[src/sv/counting_semaphore_waiter_table_core_defines.svh]
// assertion macros for the semaphore core
`ifndef COUNTING_SEMAPHORE_WAITER_TABLE_CORE_DEFINES_SVH
`define COUNTING_SEMAPHORE_WAITER_TABLE_CORE_DEFINES_SVH

// same-cycle implication, checked out of reset
`define CSWT_ASSERT_NOW(lbl, clk, rst_n, ante, cons, msg) \
  lbl: assert property (@(posedge clk) disable iff (!rst_n) (ante) |-> (cons)) else $error(msg);

// next-cycle implication, checked out of reset
`define CSWT_ASSERT_NEXT(lbl, clk, rst_n, ante, cons, msg) \
  lbl: assert property (@(posedge clk) disable iff (!rst_n) (ante) |=> (cons)) else $error(msg);

`endif

[src/sv/cswt_pkg.sv]
`timescale 1ns / 1ps
package cswt_pkg;

  localparam int unsigned CountW  = 16;
  localparam int unsigned IdW     = 8;
  localparam int unsigned ReqW    = 2;
  localparam int unsigned StatusW = 3;

  // request codes
  localparam logic [ReqW-1:0] REQ_TRY  = 2'd0;
  localparam logic [ReqW-1:0] REQ_WAIT = 2'd1;
  localparam logic [ReqW-1:0] REQ_INC  = 2'd2;
  localparam logic [ReqW-1:0] REQ_RSVD = 2'd3;

  // result status codes
  localparam logic [StatusW-1:0] ST_GRANTED     = 3'd0;
  localparam logic [StatusW-1:0] ST_WOULD_BLOCK = 3'd1;
  localparam logic [StatusW-1:0] ST_QUEUED      = 3'd2;
  localparam logic [StatusW-1:0] ST_FULL        = 3'd3;
  localparam logic [StatusW-1:0] ST_WAKE        = 3'd4;

  typedef struct packed {
    logic load_req;   // latch request fields
    logic exec_take;  // resolve a try or wait and emit its result
    logic inc_count;  // saturating increment
    logic emit_ack;   // increment with nobody queued
    logic read_slot;  // fetch lowest queued waiter, free its slot
    logic emit_wake;  // emit the fetched waiter
  } cswt_cmd_t;

  typedef struct packed {
    logic out_free;   // output register can take a result this cycle
    logic occ_any;    // at least one waiter queued
    logic wake_last;  // fetched waiter was the final one
  } cswt_sts_t;

endpackage

[src/sv/cswt_ctrl.sv]
`timescale 1ns / 1ps
module cswt_ctrl
  import cswt_pkg::*;
(
  input  logic            clk_i,
  input  logic            rst_ni,
  input  logic            in_valid_i,
  input  logic [ReqW-1:0] in_req_i,
  output logic            in_ready_o,
  input  cswt_sts_t       sts_i,
  output cswt_cmd_t       cmd_o
);

  typedef enum logic [2:0] {
    S_IDLE,
    S_TAKE,
    S_INC,
    S_ACK,
    S_READ,
    S_EMIT
  } state_e;

  state_e state_q, state_d;

  always_comb begin
    state_d    = state_q;
    cmd_o      = '0;
    in_ready_o = 1'b0;
    unique case (state_q)
      S_IDLE: begin
        in_ready_o = 1'b1;
        if (in_valid_i) begin
          unique case (in_req_i)
            REQ_TRY, REQ_WAIT: begin
              cmd_o.load_req = 1'b1;
              state_d        = S_TAKE;
            end
            REQ_INC: begin
              cmd_o.load_req = 1'b1;
              state_d        = S_INC;
            end
            REQ_RSVD: state_d = S_IDLE;  // dropped, no result
            default:  state_d = S_IDLE;
          endcase
        end
      end
      S_TAKE: begin
        if (sts_i.out_free) begin
          cmd_o.exec_take = 1'b1;
          state_d         = S_IDLE;
        end
      end
      S_INC: begin
        cmd_o.inc_count = 1'b1;
        state_d         = sts_i.occ_any ? S_READ : S_ACK;
      end
      S_ACK: begin
        if (sts_i.out_free) begin
          cmd_o.emit_ack = 1'b1;
          state_d        = S_IDLE;
        end
      end
      S_READ: begin
        cmd_o.read_slot = 1'b1;
        state_d         = S_EMIT;
      end
      S_EMIT: begin
        if (sts_i.out_free) begin
          cmd_o.emit_wake = 1'b1;
          state_d         = sts_i.wake_last ? S_IDLE : S_READ;
        end
      end
      default: state_d = S_IDLE;
    endcase
  end

  always_ff @(posedge clk_i or negedge rst_ni) begin
    if (!rst_ni) begin
      state_q <= S_IDLE;
    end else begin
      state_q <= state_d;
    end
  end

endmodule

[src/sv/cswt_dp.sv]
`timescale 1ns / 1ps
module cswt_dp
  import cswt_pkg::*;
#(
  parameter int unsigned WAIT_SLOTS = 64
) (
  input  logic               clk_i,
  input  logic               rst_ni,
  input  logic               cfg_we_i,
  input  logic [CountW-1:0]  cfg_wdata_i,
  input  logic [ReqW-1:0]    in_req_i,
  input  logic [IdW-1:0]     in_id_i,
  input  cswt_cmd_t          cmd_i,
  output cswt_sts_t          sts_o,
  input  logic               out_ready_i,
  output logic               out_valid_o,
  output logic [StatusW-1:0] out_status_o,
  output logic [IdW-1:0]     out_woken_o,
  output logic               out_last_o
);

  localparam int unsigned SlotW = (WAIT_SLOTS > 1) ? $clog2(WAIT_SLOTS) : 1;

  logic [CountW-1:0]     count_q, count_d;
  logic [WAIT_SLOTS-1:0] occ_q, occ_d;
  logic [IdW-1:0]        slot_mem [WAIT_SLOTS];
  logic [ReqW-1:0]       req_q;
  logic [IdW-1:0]        id_q;
  logic [IdW-1:0]        rd_id_q;
  logic                  wake_last_q;
  logic                  out_valid_q, out_valid_d;
  logic [StatusW-1:0]    out_status_q;
  logic [IdW-1:0]        out_woken_q;
  logic                  out_last_q;

  logic [WAIT_SLOTS-1:0] empty_oh, occ_oh;
  logic [SlotW-1:0]      empty_idx, occ_idx;
  logic                  has_empty;
  logic                  do_queue;
  logic                  emit;
  logic [StatusW-1:0]    take_status;

  // lowest clear and lowest set bit, isolated by carry
  assign empty_oh  = ~occ_q & (occ_q + WAIT_SLOTS'(1));
  assign occ_oh    = occ_q & (~occ_q + WAIT_SLOTS'(1));
  assign has_empty = |empty_oh;

  always_comb begin
    empty_idx = '0;
    occ_idx   = '0;
    for (int i = 0; i < WAIT_SLOTS; i++) begin
      if (empty_oh[i]) empty_idx = empty_idx | SlotW'(i);
      if (occ_oh[i])   occ_idx   = occ_idx | SlotW'(i);
    end
  end

  always_comb begin
    do_queue    = 1'b0;
    take_status = ST_FULL;
    if (count_q != '0) begin
      take_status = ST_GRANTED;
    end else if (req_q == REQ_TRY) begin
      take_status = ST_WOULD_BLOCK;
    end else if (id_q != '0 && has_empty) begin
      take_status = ST_QUEUED;
      do_queue    = 1'b1;
    end
  end

  always_comb begin
    count_d = count_q;
    if (cfg_we_i) begin
      count_d = cfg_wdata_i;
    end else if (cmd_i.exec_take && count_q != '0) begin
      count_d = count_q - CountW'(1);
    end else if (cmd_i.inc_count && count_q != '1) begin
      count_d = count_q + CountW'(1);
    end
  end

  always_comb begin
    occ_d = occ_q;
    if (cmd_i.exec_take && do_queue) occ_d[empty_idx] = 1'b1;
    if (cmd_i.read_slot)             occ_d[occ_idx]   = 1'b0;
  end

  assign emit = cmd_i.exec_take | cmd_i.emit_ack | cmd_i.emit_wake;

  always_comb begin
    out_valid_d = out_valid_q;
    if (emit) begin
      out_valid_d = 1'b1;
    end else if (out_ready_i) begin
      out_valid_d = 1'b0;
    end
  end

  always_ff @(posedge clk_i or negedge rst_ni) begin
    if (!rst_ni) begin
      count_q     <= '0;
      occ_q       <= '0;
      out_valid_q <= 1'b0;
    end else begin
      count_q     <= count_d;
      occ_q       <= occ_d;
      out_valid_q <= out_valid_d;
    end
  end

  always_ff @(posedge clk_i) begin
    if (cmd_i.exec_take && do_queue) begin
      slot_mem[empty_idx] <= id_q;
    end
    if (cmd_i.read_slot) begin
      rd_id_q     <= slot_mem[occ_idx];
      wake_last_q <= ((occ_q & ~occ_oh) == '0);
    end
  end

  always_ff @(posedge clk_i) begin
    if (cmd_i.load_req) begin
      req_q <= in_req_i;
      id_q  <= in_id_i;
    end
    if (cmd_i.exec_take) begin
      out_status_q <= take_status;
      out_woken_q  <= '0;
      out_last_q   <= 1'b1;
    end else if (cmd_i.emit_ack) begin
      out_status_q <= ST_WAKE;
      out_woken_q  <= '0;
      out_last_q   <= 1'b1;
    end else if (cmd_i.emit_wake) begin
      out_status_q <= ST_WAKE;
      out_woken_q  <= rd_id_q;
      out_last_q   <= wake_last_q;
    end
  end

  assign sts_o.out_free  = ~out_valid_q | out_ready_i;
  assign sts_o.occ_any   = |occ_q;
  assign sts_o.wake_last = wake_last_q;

  assign out_valid_o  = out_valid_q;
  assign out_status_o = out_status_q;
  assign out_woken_o  = out_woken_q;
  assign out_last_o   = out_last_q;

endmodule

[src/sv/counting_semaphore_waiter_table_core.sv]
`timescale 1ns / 1ps
// Counting semaphore with a table of WAIT_SLOTS waiting requesters. Requests
// enter on the s_axis side (kind in tuser, requester id in tdata) and results
// leave on m_axis (status in tuser, woken id in tdata, tlast on the final
// result of a request). One request is handled at a time. A try or wait is
// latched on acceptance and then resolved into the output register. An
// increment with nobody queued raises the count and then emits an
// acknowledgement; with waiters queued each waiter is fetched through the
// single read port of the slot memory and then pushed out, lowest slot first.
// A request kind of 3 is dropped with no result. Backpressure on m_axis stalls
// each result step. Writing the configuration port loads the count directly;
// the slot table is empty after reset with no clearing pass.
module counting_semaphore_waiter_table_core
  import cswt_pkg::*;
#(
  parameter int unsigned WAIT_SLOTS = 64
) (
  input  logic              clk_i,
  input  logic              rst_ni,
  input  logic              cfg_we_i,
  input  logic [CountW-1:0] cfg_wdata_i,
  input  logic              s_axis_tvalid,
  output logic              s_axis_tready,
  input  logic [7:0]        s_axis_tdata,   // [7:0] requester_id
  input  logic [1:0]        s_axis_tuser,   // [1:0] req_type
  output logic              m_axis_tvalid,
  input  logic              m_axis_tready,
  output logic [7:0]        m_axis_tdata,   // [7:0] woken_id
  output logic [2:0]        m_axis_tuser,   // [2:0] status
  output logic              m_axis_tlast
);

`include "counting_semaphore_waiter_table_core_defines.svh"

  cswt_cmd_t cmd;
  cswt_sts_t sts;

  cswt_ctrl u_ctrl (
    .clk_i      (clk_i),
    .rst_ni     (rst_ni),
    .in_valid_i (s_axis_tvalid),
    .in_req_i   (s_axis_tuser),
    .in_ready_o (s_axis_tready),
    .sts_i      (sts),
    .cmd_o      (cmd)
  );

  cswt_dp #(
    .WAIT_SLOTS (WAIT_SLOTS)
  ) u_dp (
    .clk_i        (clk_i),
    .rst_ni       (rst_ni),
    .cfg_we_i     (cfg_we_i),
    .cfg_wdata_i  (cfg_wdata_i),
    .in_req_i     (s_axis_tuser),
    .in_id_i      (s_axis_tdata),
    .cmd_i        (cmd),
    .sts_o        (sts),
    .out_ready_i  (m_axis_tready),
    .out_valid_o  (m_axis_tvalid),
    .out_status_o (m_axis_tuser),
    .out_woken_o  (m_axis_tdata),
    .out_last_o   (m_axis_tlast)
  );

  `CSWT_ASSERT_NOW(a_emit_has_room, clk_i, rst_ni, cmd.exec_take || cmd.emit_ack || cmd.emit_wake, sts.out_free, "result pushed into a full output register")
  `CSWT_ASSERT_NOW(a_read_needs_waiter, clk_i, rst_ni, cmd.read_slot, sts.occ_any, "slot fetch with no waiter queued")
  `CSWT_ASSERT_NEXT(a_one_at_a_time, clk_i, rst_ni, cmd.load_req, !s_axis_tready, "new item taken while a request is open")
  `CSWT_ASSERT_NEXT(a_fetch_then_emit, clk_i, rst_ni, cmd.read_slot, !cmd.read_slot, "two slot fetches in a row")

endmodule
[config.mk]
export PLATFORM = sky130hd
export DESIGN_NAME = counting_semaphore_waiter_table_core
export DESIGN_NICKNAME = d
export VERILOG_FILES = /design/src/sv/cswt_pkg.sv /design/src/sv/cswt_ctrl.sv /design/src/sv/cswt_dp.sv /design/src/sv/counting_semaphore_waiter_table_core.sv
export VERILOG_INCLUDE_DIRS = /design/src /design/src/sv
export SDC_FILE = /design/constraint.sdc
export NUM_CORES = 1
export LEC_CHECK = 0
export ABC_CLOCK_PERIOD_IN_PS = 5900
export BUFFER_PORTS_ARGS = -buffer_cell sky130_fd_sc_hd__buf_4
export CAP_MARGIN = 20
export CELL_PAD_IN_SITES_DETAIL_PLACEMENT = 0
export CELL_PAD_IN_SITES_GLOBAL_PLACEMENT = 1
export CORE_ASPECT_RATIO = 1.2
export CORE_MARGIN = 2
export CORE_UTILIZATION = 30
export DETAILED_ROUTE_END_ITERATION = 6
export PLACE_DENSITY = 0.56
export REMOVE_ABC_BUFFERS = 1
export SLEW_MARGIN = 20
export SYNTH_ARGS = -nofsm -noshare
export SYNTH_HDL_FRONTEND = slang
export SYNTH_SLANG_ARGS = --single-unit
[constraint.sdc]
create_clock -name clk_i -period 5.9 [get_ports clk_i]
set_clock_uncertainty 0.15 [all_clocks]
set_input_delay 1.18 -clock clk_i [delete_from_list [all_inputs] [get_ports clk_i]]
set_output_delay 1.18 -clock clk_i [all_outputs]
set_load 0.02 [all_outputs]
==> results_dict.tcl, run 1 <==
set metrics [dict create \
    crit_fanout 20 \
    switching_share_pct 36.2 \
    die_x_um 289 \
    irDropWorstVdd_mv 0.252 \
    dp_cells 3680 \
    p_per_area_nw_per_um2 439 \
    clkPwrFrac_pct 28.4 \
    htreeDepth 2 \
    endpoint_kind "flop" \
    via_per_inst 5.58 \
    max_stage_delay_ns 0.76 \
    cts_made_buffers 61 \
    setup_slack_ns 0.133 \
    coreArea_um2 96700 \
    seq_area_um2 18300 \
    yosysSeqAreaShare_pct 62.8 \
    slew_violations 0 \
    seq_power_share_pct 35.1 \
    clk_transition_reported_paths_ns 0.07 \
    synth.cell_area_um2 29200 \
    final_cell_mix "534 x edfxtp_1, 219 x mux2i_1, 212 x buf_4, 182 x nor2_1, 178 x nand2_1" \
    final_core_util_pct 35.3 \
    hpwlAfterDp_mm 79.4 \
    crit_path_cell_trace "nor3_2 > nand4_2 > nor3_2 > nand3_1 > o2111ai_1 > or3_4 > buf_12 > buf_4 > mux2i_1 > o22ai_1 > nor4_1 > buf_4 > o2111ai_1 > or2_1" \
    post_cts_buffers 0 \
    worst-endpoint-arrival_ns 6.02 \
    required_ns 6.15 \
    dieArea_um2 99800 \
    core.rowCount 125 \
    synth_top_area_share_pct 55.0 \
    clk-insertion-delay-late_ns 0.66 \
    place_ws_ns 0.0315 \
    status "complete, no violations" \
    cts_sinks 627 \
    ys_seq_elements 627 \
    p_leak_nw 12.2 \
    antenna_left 0 \
    fmax_mhz 173 \
    synthFlopType "edfxtp_1" \
    power.internal_w 0.00955 \
    drive_above_1_share_pct 16.3 \
    hold_depth 1 \
    p_switching_w 0.00541 \
    synth.yosys.warnings 0 \
    crit_family "simple AND/OR/NAND/NOR gates" \
    yosys.area.top_type "edfxtp_1" \
    syn_area_per_cell_um2 12.5 \
    ctsHoldBuffers 0 \
    fin_crit_sh_pct 97.7 \
    place.port_buffers 44 \
    finalPower_w 0.0150 \
    multi_input_area_um2 10100 \
    cts_max_path_buffers 3 \
    stdcell_count 3797 \
    cap_violations 0 \
    dr.pass1.iters 6 \
    hold_violations 0 \
    ys_types 97 \
    grt_pass1_wl_mm 158 \
    rsz0062_at_grt "no" \
    worst_pin_slew_ns 1.06 \
    overflow 0 \
    hp-class "flop to flop" \
    routed_wl_mm 111 \
    hp-start "u_dp.out_woken_o[2]$_SDFFE_PP0P_" \
    post_drt_wl_per_cell_um 29.2 \
    r2r-start "u_dp.occ_q[31]$_DFF_PN0_" \
    combPwrFrac_pct 36.5 \
    relSlewSlack_pct 28.9 \
    grt_util_all_layers_pct 22.0 \
    ioPinCount 45 \
    fillers 9461 \
    cts_tree "done" \
    timing.rr.end "u_dp.rd_id_q[5]$_DFFE_PN_" \
    hold_path_end "u_dp.out_woken_o[2]$_SDFFE_PP0P_" \
    crit_type "flop to flop" \
    worstSetupStartpointType "flop" \
    async_flop_share_pct 13.4 \
    grt_max_degree 72 \
    min_period_ns 5.77 \
    die_h_um 346 \
    post-route-drc-count 0 \
    synth_area_leaders "edfxtp_1 55%, mux2i_1 7.5%, dfrtp_1 7.2%" \
    num-nets-final 2519 \
    synth_edf_count 534 \
    setup_viol 0 \
    rrSetupSlack_ns 0.13 \
    crit_start "u_dp.occ_q[31]$_DFF_PN0_" \
    synthCells 2331 \
    final_common_cell "edfxtp_1" \
    cpMaxStageDelayCell "nor4_1" \
    globalplace.congestion 0.957 \
    initial_core_util_pct 30.2 \
    antenna_found_initial 4 \
    r2r_cells 14 \
    drtIter0Drc 2057 \
    vias 21200 \
    grt_pass1_vias 21100 \
    crit_buf_inv 3 \
    syn2layout_area_growth_pct 16.9 \
    clockRootBuffer "clkbuf_16" \
]
==> registers in the layout, summed over array words and instances, names as in the netlist <==
signal	count
u_dp.out_woken_o	8
u_dp.wake_last_q	1
u_dp.out_status_o	3
u_dp.req_q	2
u_ctrl.state_q	3
u_dp.out_last_o	1
u_dp.count_q	16
u_dp.slot_mem	512
u_dp.rd_id_q	8
u_dp.out_valid_o	1
u_dp.occ_q	64
u_dp.id_q	8
==> worst max-delay path by stage <==
stage	endpoint	slack, ns	cells after the start
global placement	u_dp.rd_id_q[7]$_DFFE_PN_	0.008	14
global route	u_dp.rd_id_q[5]$_DFFE_PN_	0.10	14
floorplan	u_dp.rd_id_q[6]$_DFFE_PN_	-4.90	12
detailed placement	u_dp.rd_id_q[7]$_DFFE_PN_	0.03	14
finish	u_dp.rd_id_q[5]$_DFFE_PN_	0.13	14
CTS	u_dp.rd_id_q[7]$_DFFE_PN_	0.008	14
==> repair_timing <==
item / CTS / global route
endpoints found under the setup margin: 0 / 5
endpoints found under the hold margin: 0 / 0
resized for setup: 0 / 2
==> synthesized netlist by cell type (28+ instances only) <==
| cell type | instances |
|---|---|
| nor3_1 | 70 |
| o22ai_1 | 41 |
| mux2i_1 | 219 |
| inv_1 | 47 |
| edfxtp_1 | 534 |
| buf_2 | 41 |
| nor2_1 | 182 |
| mux2_2 | 31 |
| nor4_1 | 41 |
| a21oi_1 | 147 |
| o21ai_0 | 68 |
| nand2_1 | 178 |
| clkbuf_1 | 66 |
| a31oi_1 | 28 |
| nand3_1 | 56 |
| nand4_1 | 45 |
| dfrtp_1 | 84 |
==> routing by layer <==
metal	vias to the layer above	GRT usage [%]	part of all wire, %
li1	9307	-	-
met1	10800	28.0	41
met2	867	37.0	49
met3	220	3.07	5.5
met4	4	9.37	4.8
met5	-	0	0.023
==> final cells by class <==
class / instances / share of cell area, %
multi-input cells: 1516 / 29.6
clock buffers: 77 / 4.78
repair buffers: 220 / 5.14
well taps: 1270 / 4.66
inverters: 47 / 0.518
flip-flops and latches: 627 / 53.7
clock inverters: 39 / 1.59
diodes: 1 / 0.00734
==> power by group through the flow <==
stage	Clock (W)	Combinational (W)	Sequential, W
3_5_place_dp	0	0.00545	0.00534
4_1_cts	0.00433	0.00546	0.00525
3_3_place_gp	0	0.00543	0.00534
2_1_floorplan	0	0.00303	0.00536
6_report	0.00425	0.00546	0.00525
5_1_grt	0.00449	0.00581	0.00526
==> through the flow <==
step | hold slack (ns) | instance area (µm²) | setup TNS, ns
5_1_grt | 0.368 | 34100 | 0
3_5_place_dp | 0.324 | 31900 | 0
4_1_cts | 0.351 | 34100 | 0
3_3_place_gp | 0.333 | 31900 | 0
2_1_floorplan | 0.286 | 28500 | -176.47
6_report | 0.350 | 34100 | 0
==> cells by family (layout without fill, tap and decap cells) <==
kind of cell	Yosys count	after routing	synth area share, %
fa+ha+maj	17	17	0.738
mux	254	254	8.88
simple gates	765	765	13.7
compound gates	467	467	10.5
other cells	0	1	0
buf+inv	188	383	2.99
flops	627	627	62.8
xor+xnor	13	13	0.390
(Power assumes the default switching activity.)
==> run 2: changes to the inputs <==
--- a/config.mk
+++ b/config.mk
@@ -16,7 +16,6 @@
 export CORE_UTILIZATION = 30
 export DETAILED_ROUTE_END_ITERATION = 6
 export PLACE_DENSITY = 0.56
-export REMOVE_ABC_BUFFERS = 1
 export SLEW_MARGIN = 20
 export SYNTH_ARGS = -nofsm -noshare
 export SYNTH_HDL_FRONTEND = slang
==> run 2 against run 1 <==
Net effect:
- routed wire length fell by 0.54%
- sequential power barely moved
- maximum frequency rose by 2.2%
- critical endpoint is now u_dp.rd_id_q[4]$_DFFE_PN_
- critical path type unchanged
- largest cell class unchanged
- sequential cell count did not move
==> results_dict.tcl, run 2 (same netlist as run 1, synthesis figures left out) <==
set metrics [dict create \
    cap_violations 0 \
    reg_top3 "u_dp.slot_mem (512), u_dp.occ_q (64), u_dp.count_q (16)" \
    cts_made_buffers 68 \
    hp-start "u_dp.rd_id_q[7]$_DFFE_PN_" \
    cts_max_path_buffers 3 \
    required_ns 6.12 \
    final_cell_area_um2 34200 \
    finalPower_w 0.0150 \
    routed_wl_mm 110 \
    ctsHoldBuffers 0 \
    status "complete, no violations" \
    coreArea_um2 96700 \
    post_drt_wl_per_cell_um 29.0 \
    relSlewSlack_pct 32.1 \
    core.rowCount 125 \
    fmax_mhz 177 \
    globalplace.congestion 0.980 \
    dpl-instance-area_um2 31900 \
    clk-insertion-delay-late_ns 0.65 \
    rsz0062_at_grt "no" \
    grt_pass1_vias 21000 \
    syn2layout_area_growth_pct 17.1 \
    crit_type "flop to flop" \
    p_per_area_nw_per_um2 439 \
    crit_start "u_dp.occ_q[33]$_DFF_PN0_" \
    antenna_left 0 \
    final_common_cell "edfxtp_1" \
    antenna_found_initial 0 \
    die_h_um 346 \
    setup_viol 0 \
    largest_reg_flops 512 \
    grt_max_degree 66 \
    cts_tree "done" \
    slew_violations 0 \
    initial_core_util_pct 30.2 \
    r2r-start "u_dp.occ_q[33]$_DFF_PN0_" \
    grt_pass1_wl_mm 156 \
    clockRootBuffer "clkbuf_16" \
    drtIter0Drc 2113 \
    dr.pass1.iters 5 \
    hpwlAfterDp_mm 78.2 \
    ioPinCount 45 \
    cts_sinks 627 \
    fin_crit_sh_pct 95.7 \
    clk_transition_reported_paths_ns 0.06 \
    crit_fanout 52 \
    worst_pin_slew_ns 1.02 \
    overflow 0 \
    worst-endpoint-arrival_ns 5.87 \
    htreeDepth 3 \
    grt_util_all_layers_pct 21.8 \
    endpoint_kind "flop" \
    min_period_ns 5.64 \
    post_cts_buffers 0 \
    synth_fp_nets 2377 \
    post-route-drc-count 0 \
    dieArea_um2 99800 \
    hold_violations 0 \
    vias 21100 \
    antenna-diode-count 0 \
    p_leak_nw 12.2 \
    drive_above_1_share_pct 16.4 \
    place.port_buffers 44 \
    fillers 9584 \
    hp-class "flop to flop" \
    final_cell_mix "534 x edfxtp_1, 219 x mux2i_1, 213 x buf_4, 182 x nor2_1, 178 x nand2_1" \
    worstSetupStartpointType "flop" \
    via_per_inst 5.54 \
    irDropWorstVdd_mv 0.465 \
    num-nets-final 2527 \
    die_x_um 289 \
    largest_register "u_dp.slot_mem" \
]
## run 2: cell count changes in the layout (fill, tap and decap cells not counted), sizes merged
cell	previous run	this run
bufinv	11	7
clkbuf	77	87
clkinvlp	2	7
inv	51	49
diode	1	0
## run 2: worst paths after layout
path                       cells after the start                                to  slack, ns
hold / removal                                 1  u_dp.out_woken_o[7]$_SDFFE_PP0P_       0.31
setup / recovery                              14         u_dp.rd_id_q[4]$_DFFE_PN_       0.26
min in group asynchronous                      1          u_dp.occ_q[41]$_DFF_PN0_       0.37
setup reg to reg                              14         u_dp.rd_id_q[4]$_DFFE_PN_       0.26
max in group asynchronous                      2          u_dp.occ_q[35]$_DFF_PN0_       4.00
hold reg to reg                                1  u_dp.out_woken_o[7]$_SDFFE_PP0P_       0.31
## run 2: cell type report
| cell class | count | area (µm²) | area share, % |
|---|---|---|---|
| clock inverter | 38 | 462 | 1.35 |
| clock buffer | 86 | 1810 | 5.29 |
| sequential | 627 | 18300 | 53.6 |
| tap | 1270 | 1590 | 4.65 |
| multi-input combinational | 1516 | 10100 | 29.5 |
| inverter | 47 | 176 | 0.516 |
| timing repair buffer | 221 | 1740 | 5.10 |
## run 2: per-stage QoR
stage	cells	hold slack [ns]	setup TNS (ns)	setup WS (ns)	util, %
after floorplan	2331	0.286	0	1.44	-
after global placement	3679	0.290	0	0.0415	33.0
after detailed placement	3680	0.296	-0.0501	-0.0501	33.0
after CTS	3804	0.312	0	0.109	35.3
after global routing	3805	0.335	0	0.00399	35.4
final	3805	0.313	0	0.255	35.4
## run 2: layer usage
| metal | global-route usage, % | vias to the layer above | wire length, µm |
|---|---|---|---|
| li1 | - | 9313 | - |
| met1 | 27.8 | 10800 | 45700 |
| met2 | 37.5 | 726 | 55100 |
| met3 | 2.84 | 189 | 5340 |
| met4 | 8.35 | 0 | 4210 |
| met5 | 0 | - | 0 |
## run 2: critical path, cell delays in order (launching register included)
cell	delay [ns]
dfrtp_1	0.48
nor3_2	0.52
nand4_2	0.53
nor3_2	0.62
nand3_1	0.22
o2111ai_1	0.34
or3_4	0.27
buf_12	0.31
mux2i_1	0.28
o22ai_1	0.14
nor2_1	0.25
o221ai_1	0.19
nor4_1	0.67
buf_4	0.22
nand4b_1	0.08
## run 2: timing repair
item,4_1_cts,5_1_grt
hold endpoints to repair,0,0
endpoints found under the setup margin,1,3
resized for setup,1,2
## run 2: power by group
part           leakage, nW  total, W  switching [W]  internal (W)
Combinational         5.18   0.00539        0.00341       0.00199
Clock                 1.08   0.00438        0.00186       0.00251
Sequential            5.98   0.00523       0.000167       0.00507
